$ cat src/sv/asa_pkg.sv
// ----------------------------------------------------------------------------
// asa_pkg
// Types and constants that the aligned stack allocator files share.
// ----------------------------------------------------------------------------
package asa_pkg;

	localparam int BASE_W  = 32;  // base address and free address
	localparam int POOL_W  = 33;  // pool size, used bytes
	localparam int SIZE_W  = 33;  // request size
	localparam int TOP_W   = 34;  // top address: base plus at most a full pool
	localparam int SUM_W   = 35;  // top or used plus padding plus size
	localparam int ALIGN_W = 3;   // log2 of alignment
	localparam int DATA_W  = 64;  // APB data
	localparam int PADDR_W = 4;   // registers at byte 0 and 8

	localparam logic [POOL_W-1:0] POOL_RESET = 33'd65536;

	typedef enum logic [1:0] {
		CMD_ALLOC = 2'd0,
		CMD_FREE  = 2'd1,
		CMD_CLEAR = 2'd2,
		CMD_NONE  = 2'd3
	} cmd_t;

	typedef enum logic [1:0] {
		STS_OK       = 2'd0,
		STS_NO_SPACE = 2'd1,
		STS_BAD_FREE = 2'd2,
		STS_FULL     = 2'd3
	} status_t;

	typedef enum logic {
		REG_BASE = 1'b0,
		REG_POOL = 1'b1
	} reg_sel_t;

	typedef struct packed {
		logic [BASE_W-1:0] base;
		logic [POOL_W-1:0] pool;
		logic              clear;
	} asa_cfg_t;

endpackage

$ cat src/sv/asa_regs.sv
// ----------------------------------------------------------------------------
// asa_regs
// APB register file: base address and pool size, with a clear pulse on write.
// ----------------------------------------------------------------------------
module asa_regs (
	input  logic                          clk,
	input  logic                          arst_n,
	input  logic                          psel,
	input  logic                          penable,
	input  logic                          pwrite,
	input  logic [asa_pkg::PADDR_W-1:0]   paddr,
	input  logic [asa_pkg::DATA_W-1:0]    pwdata,
	output logic [asa_pkg::DATA_W-1:0]    prdata,
	output logic                          pready,
	output asa_pkg::asa_cfg_t             cfg
);
	import asa_pkg::*;

	logic [BASE_W-1:0] base_q;
	logic [POOL_W-1:0] pool_q;
	logic              clear_q;
	logic              wr;
	reg_sel_t          sel;

	assign sel    = reg_sel_t'(paddr[PADDR_W-1]);
	assign wr     = psel & penable & pwrite;
	assign pready = 1'b1;

	always_ff @(posedge clk or negedge arst_n) begin
		if (!arst_n) begin
			base_q  <= '0;
			pool_q  <= POOL_RESET;
			clear_q <= 1'b0;
		end else begin
			clear_q <= wr;
			if (wr) begin
				unique case (sel)
					REG_BASE: base_q <= pwdata[BASE_W-1:0];
					REG_POOL: pool_q <= pwdata[POOL_W-1:0];
					default:  base_q <= base_q;
				endcase
			end
		end
	end

	always_comb begin
		unique case (sel)
			REG_BASE: prdata = DATA_W'(base_q);
			REG_POOL: prdata = DATA_W'(pool_q);
			default:  prdata = '0;
		endcase
	end

	assign cfg.base  = base_q;
	assign cfg.pool  = pool_q;
	assign cfg.clear = clear_q;

endmodule

$ cat config.mk
export PLATFORM = sky130hd
export DESIGN_NAME = asa_regs
export DESIGN_NICKNAME = d
export VERILOG_FILES = /design/src/sv/asa_pkg.sv /design/src/sv/asa_regs.sv
export SDC_FILE = /design/constraint.sdc
export NUM_CORES = 1
export LEC_CHECK = 0
export ABC_CLOCK_PERIOD_IN_PS = 1200
export BUFFER_PORTS_ARGS = -buffer_cell sky130_fd_sc_hd__clkbuf_2
export CORE_MARGIN = 3
export CORE_UTILIZATION = 26
export DETAILED_ROUTE_END_ITERATION = 8
export GPL_TIMING_DRIVEN = 0
export HOLD_SLACK_MARGIN = 0.12
export PLACE_DENSITY_LB_ADDON = 0.15
export SYNTH_ARGS = -nofsm -noshare
export SYNTH_HDL_FRONTEND = slang
export SYNTH_SLANG_ARGS = --single-unit
$ cat constraint.sdc
create_clock -name clk -period 1.2 [get_ports clk]
set_input_delay 0 -clock clk [delete_from_list [all_inputs] [get_ports clk]]
set_output_delay 0 -clock clk [all_outputs]
set_load 0.02 [all_outputs]
# Yosys cells after proc, flatten, opt, wreduce, memory -nomap -nowiden
# Index checks and enable logic that the tools add are counted.
dict set report classes {
  n_bitwise 3
  muxes 1
  n_reduce_logical 2
}
# op n
set op_table {}
lappend op_table {{64-bit one-hot mux with 2 select lines} 1}
lappend op_table {{2-bit AND reduction} 2}
lappend op_table {{1-bit AND} 2}
lappend op_table {{1-bit NOT} 1}
dict set report totals {
  ff_bits 66
  out_inout_bits 131
  inputBits 73
  wordCells 9
}

# Depth between registers and ports, before layout
dict set report logic_depth {
  depth_word 3
  mapped_depth 4
  ltp_nobuf 2
}

# Least setup slack after synthesis
# Ideal clock, no wire load.
dict set report synth_path {
  kind {input to register}
  from {input paddr[3] (netlist bit)}
  to {register base_q[0]}
  path_stages 4
  arrival_time_ns 0.832
  n_path_buf 2
  setup_time_ns 0.125
  slack_ns 0.242
  required_time_ns 1.075
  path_cell_list {buf_2 nand4b_4 buf_6 mux2_4}
}
dict set report synth_between {
  elab_chain_len 2
}
# item line_no
set synth_rtl {}
lappend synth_rtl {{start: declaration} asa_regs.sv:11} ;# input logic [asa_pkg::PADDR_W-1:0] paddr,
lappend synth_rtl {{1-bit NOT (no source line)} -}
lappend synth_rtl {{2-bit AND reduction (no source line)} -}
lappend synth_rtl {{end signal: assignment} asa_regs.sv:38} ;# REG_BASE: base_q <= pwdata[BASE_W-1:0];
lappend synth_rtl {{end signal: assignment} asa_regs.sv:40} ;# default: base_q <= base_q;
lappend synth_rtl {{end: declaration} asa_regs.sv:19} ;# logic [BASE_W-1:0] base_q;
# No other way between the ends.
# A chain may end at the register's enable or synchronous reset.

# Worst setup path in the final report
dict set report layout_path {
  from {input penable}
  to {register clear_q}
}
dict set report layout_between {
  elab_chain_len 2
}
# item line_no
set layout_rtl {}
lappend layout_rtl {{start: declaration} asa_regs.sv:9} ;# input logic penable,
lappend layout_rtl {{1-bit AND (2 in a row)} asa_regs.sv:26} ;# assign wr = psel & penable & pwrite;
lappend layout_rtl {{via wr} asa_regs.sv:22} ;# logic wr;
lappend layout_rtl {{end signal: assignment} asa_regs.sv:35} ;# clear_q <= wr;
lappend layout_rtl {{end: declaration} asa_regs.sv:21} ;# logic clear_q;
# The timed path passes the listed nets, and every way through them passes these cells.

==> run summary <==
RSZ-0062 raised after global routing: false
CP max-delay cell: dlygate4sd3_1
maxcap violations: 0
first drt pass iteration count: 3
Crit path largest cell delay: 560 ps
Crit Path Class: in2reg
Detailed Route WL: 8110 µm
first-pass GRT wire length: 13200 µm
critical path, cell by cell: clkbuf_2 > dlygate4sd3_1 > and3_1 > dlygate4sd3_1
CP max FO: 3
Total Nets Final: 503
Worst R2R Setup Slack: 310 ps
Power Density: 1790 nW/µm²
Hold Crit Class: in2reg
H-Tree Depth: 3
Fin Hold WS: 157 ps
Die Area: 13900 µm²
initial antenna violation count: 0
synth unique cells: 13
clock root buffer: clkbuf_16
Min-Delay Path Depth: 3
Avg Cell Area, Syn: 15.4 µm²
RR Endpoint: base_q[13]$_DFFE_PN0P_
Synth Warn #: 0
fmax: 0.859 GHz
Critical Path Sink: clear_q$_DFF_PN0_
Critical Path Start: penable
Iter 0 DRT Violations: 63
initial core utilization: 0.269
Bufs on Longest Clock Path: 2
via count: 2318
total gr overflow: 0
Tmin final: 1160 ps
Layout Area Growth over Synthesis: 52.6%
DIE WIDTH: 118 µm
sequential fraction of the synthesis area: 0.507
number of global-route vias before repair: 2370
Power, Total: 8.90 mW
run status: complete, no violations
flops & latches, synth: 66
Worst R2R Path Depth: 2
total CTS buffers: 9
DRC: 0
gpl congestion: 0.707
total track usage: 0.119
DRT antenna net count: 0
most used cell, CP: dlygate4sd3_1
Setup TNS Final: 0 ps
cells after synthesis: 212
synthesized cell area: 3260 µm²
TritonCTS clock tree: done
Crit. End Element: register
wire length per cell: 13.5 µm
IO Pins: 204
Final Cell Area: 4970 µm²
Die H: 118 µm
most area-consuming cells after synthesis: dfrtp_1 50%, mux2_2 22%, mux2_4 14%
Worst VDD drop: 0.00113 V
Via density: 3.84
Final Hold Vio Count: 0
Setup Viol. Count Final: 0
cell area after placement: 4280 µm²
CP startpoint kind: input port
r2r startpoint: base_q[13]$_DFFE_PN0P_
Clock Skews: 0 ps
largest net degree at the start of global routing: 37
clock sinks: 66
core area: 12100 µm²
PortBufs: 136
period utilization: 0.970
ant diodes: 0
fraction of layout cells with a size suffix above 1: 0.678
cell row count: 40
LEAKAGE: 2.63 nW
WP data required: 1410 ps
FILL cells: 1194
Slew Limit Fails: 0
post-synth top area share: 0.499
Yosys top cell by area: dfrtp_1
clk slew on worst S/H paths: 60 ps
Final HPWL DP: 5860 µm
Critical Path AT: 1370 ps
Clock Latency Late Sink: 320 ps
==> repair_timing <==
| item | 4_1_cts | 5_1_grt |
|---|---|---|
| endpoints found under the setup margin | 0 | 3 |
| gates resized for setup | 0 | 0 |
| hold buffers | 37 | 0 |
| setup buffers | 0 | 4 |
| hold endpoints to repair | 131 | 0 |
==> report_power, final <==
group	total [mW]	switching (mW)	leakage (nW)	internal, mW
sequential	3.10	0.377	0.792	2.72
clock	2.65	0.932	0.147	1.72
combinational	3.14	1.72	1.69	1.42
total	8.90	3.03	2.63	5.87
==> synth_stat cells (all sizes together) <==
cell type and instances:
and2 1, and3 1, buf 43, conb 2
dfrtp 65, dfstp 1, mux2 97, nand4 1
nand4b 1
==> critical path: cells and delay by family <==
kind | cells | cell delay (ps)
AND/OR/NAND/NOR | 1 | 130
buffers and inverters | 3 | 1230
==> layer usage <==
layer	part of all wire	GRT usage
met1	0.44	0.150
met2	0.46	0.188
met3	0.078	0.0442
met4	0.014	0.0396
met5	0	0
==> placed cells by master, fill, tap and decap left out <==
cell / netlist / routed
dfrtp_1: 65 / 65
buf_6: 6 / 6
mux2_1: 2 / 2
dfstp_2: 1 / 1
clkbuf_8: 0 / 2
bufinv_16: 0 / 1
clkinv_2: 0 / 1
conb_1: 2 / 32
buf_4: 33 / 37
nand4b_4: 1 / 1
nand4_4: 1 / 1
mux2_4: 30 / 30
mux2_2: 65 / 65
buf_12: 0 / 1
clkbuf_2: 0 / 135
dlygate4sd3_1: 0 / 36
clkbuf_16: 0 / 9
and3_1: 1 / 1
clkbuf_4: 0 / 1
clkbuf_1: 0 / 3
and2_1: 1 / 1
buf_2: 4 / 4
==> sequential cells by signal (all words and copies together), names as in the netlist <==
name and count:
clear_q 1, pool_q 33, base_q 32
==> final cells by class <==
class | count | area (µm²) | area share
plain buffers | 43 | 335 | 0.0674
clock buffers | 14 | 264 | 0.0531
clock inverters | 2 | 35.0 | 0.00704
multi-input cells | 133 | 1380 | 0.278
flip-flops and latches | 66 | 1650 | 0.332
well taps | 168 | 210 | 0.0423
repair buffers | 177 | 1090 | 0.220
==> per-stage QoR <==
stage / setup WS (ps) / cells / utilization
final: 36.1 / 603 / 0.411
after global routing: 1.28 / 603 / 0.411
after detailed placement: 46.8 / 547 / 0.354
after CTS: 23.8 / 600 / 0.409
after global placement: -431 / 546 / 0.352
after floorplan: 242 / 242 / -
==> kinds of logic after synthesis <==
group	count (synthesis)	share of synthesized area
multiplexers	97	0.370
flip-flops	66	0.507
buffers and inverters	43	0.103
AND/OR/NAND/NOR	4	0.0177
other	2	0.00231
==> worst min-delay path by stage <==
stage,startpoint,end,slack (ps)
CTS,penable,base_q[25]$_DFFE_PN0P_,150
detailed placement,arst_n,pool_q[31]$_DFFE_PN0P_,0.3
finish,penable,pool_q[0]$_DFFE_PN0P_,160
floorplan,arst_n,base_q[0]$_DFFE_PN0P_,-300
global placement,pwdata[24],pool_q[24]$_DFFE_PN0P_,230
global route,penable,pool_q[0]$_DFFE_PN0P_,170
Power figures use the tool's default switching activity.
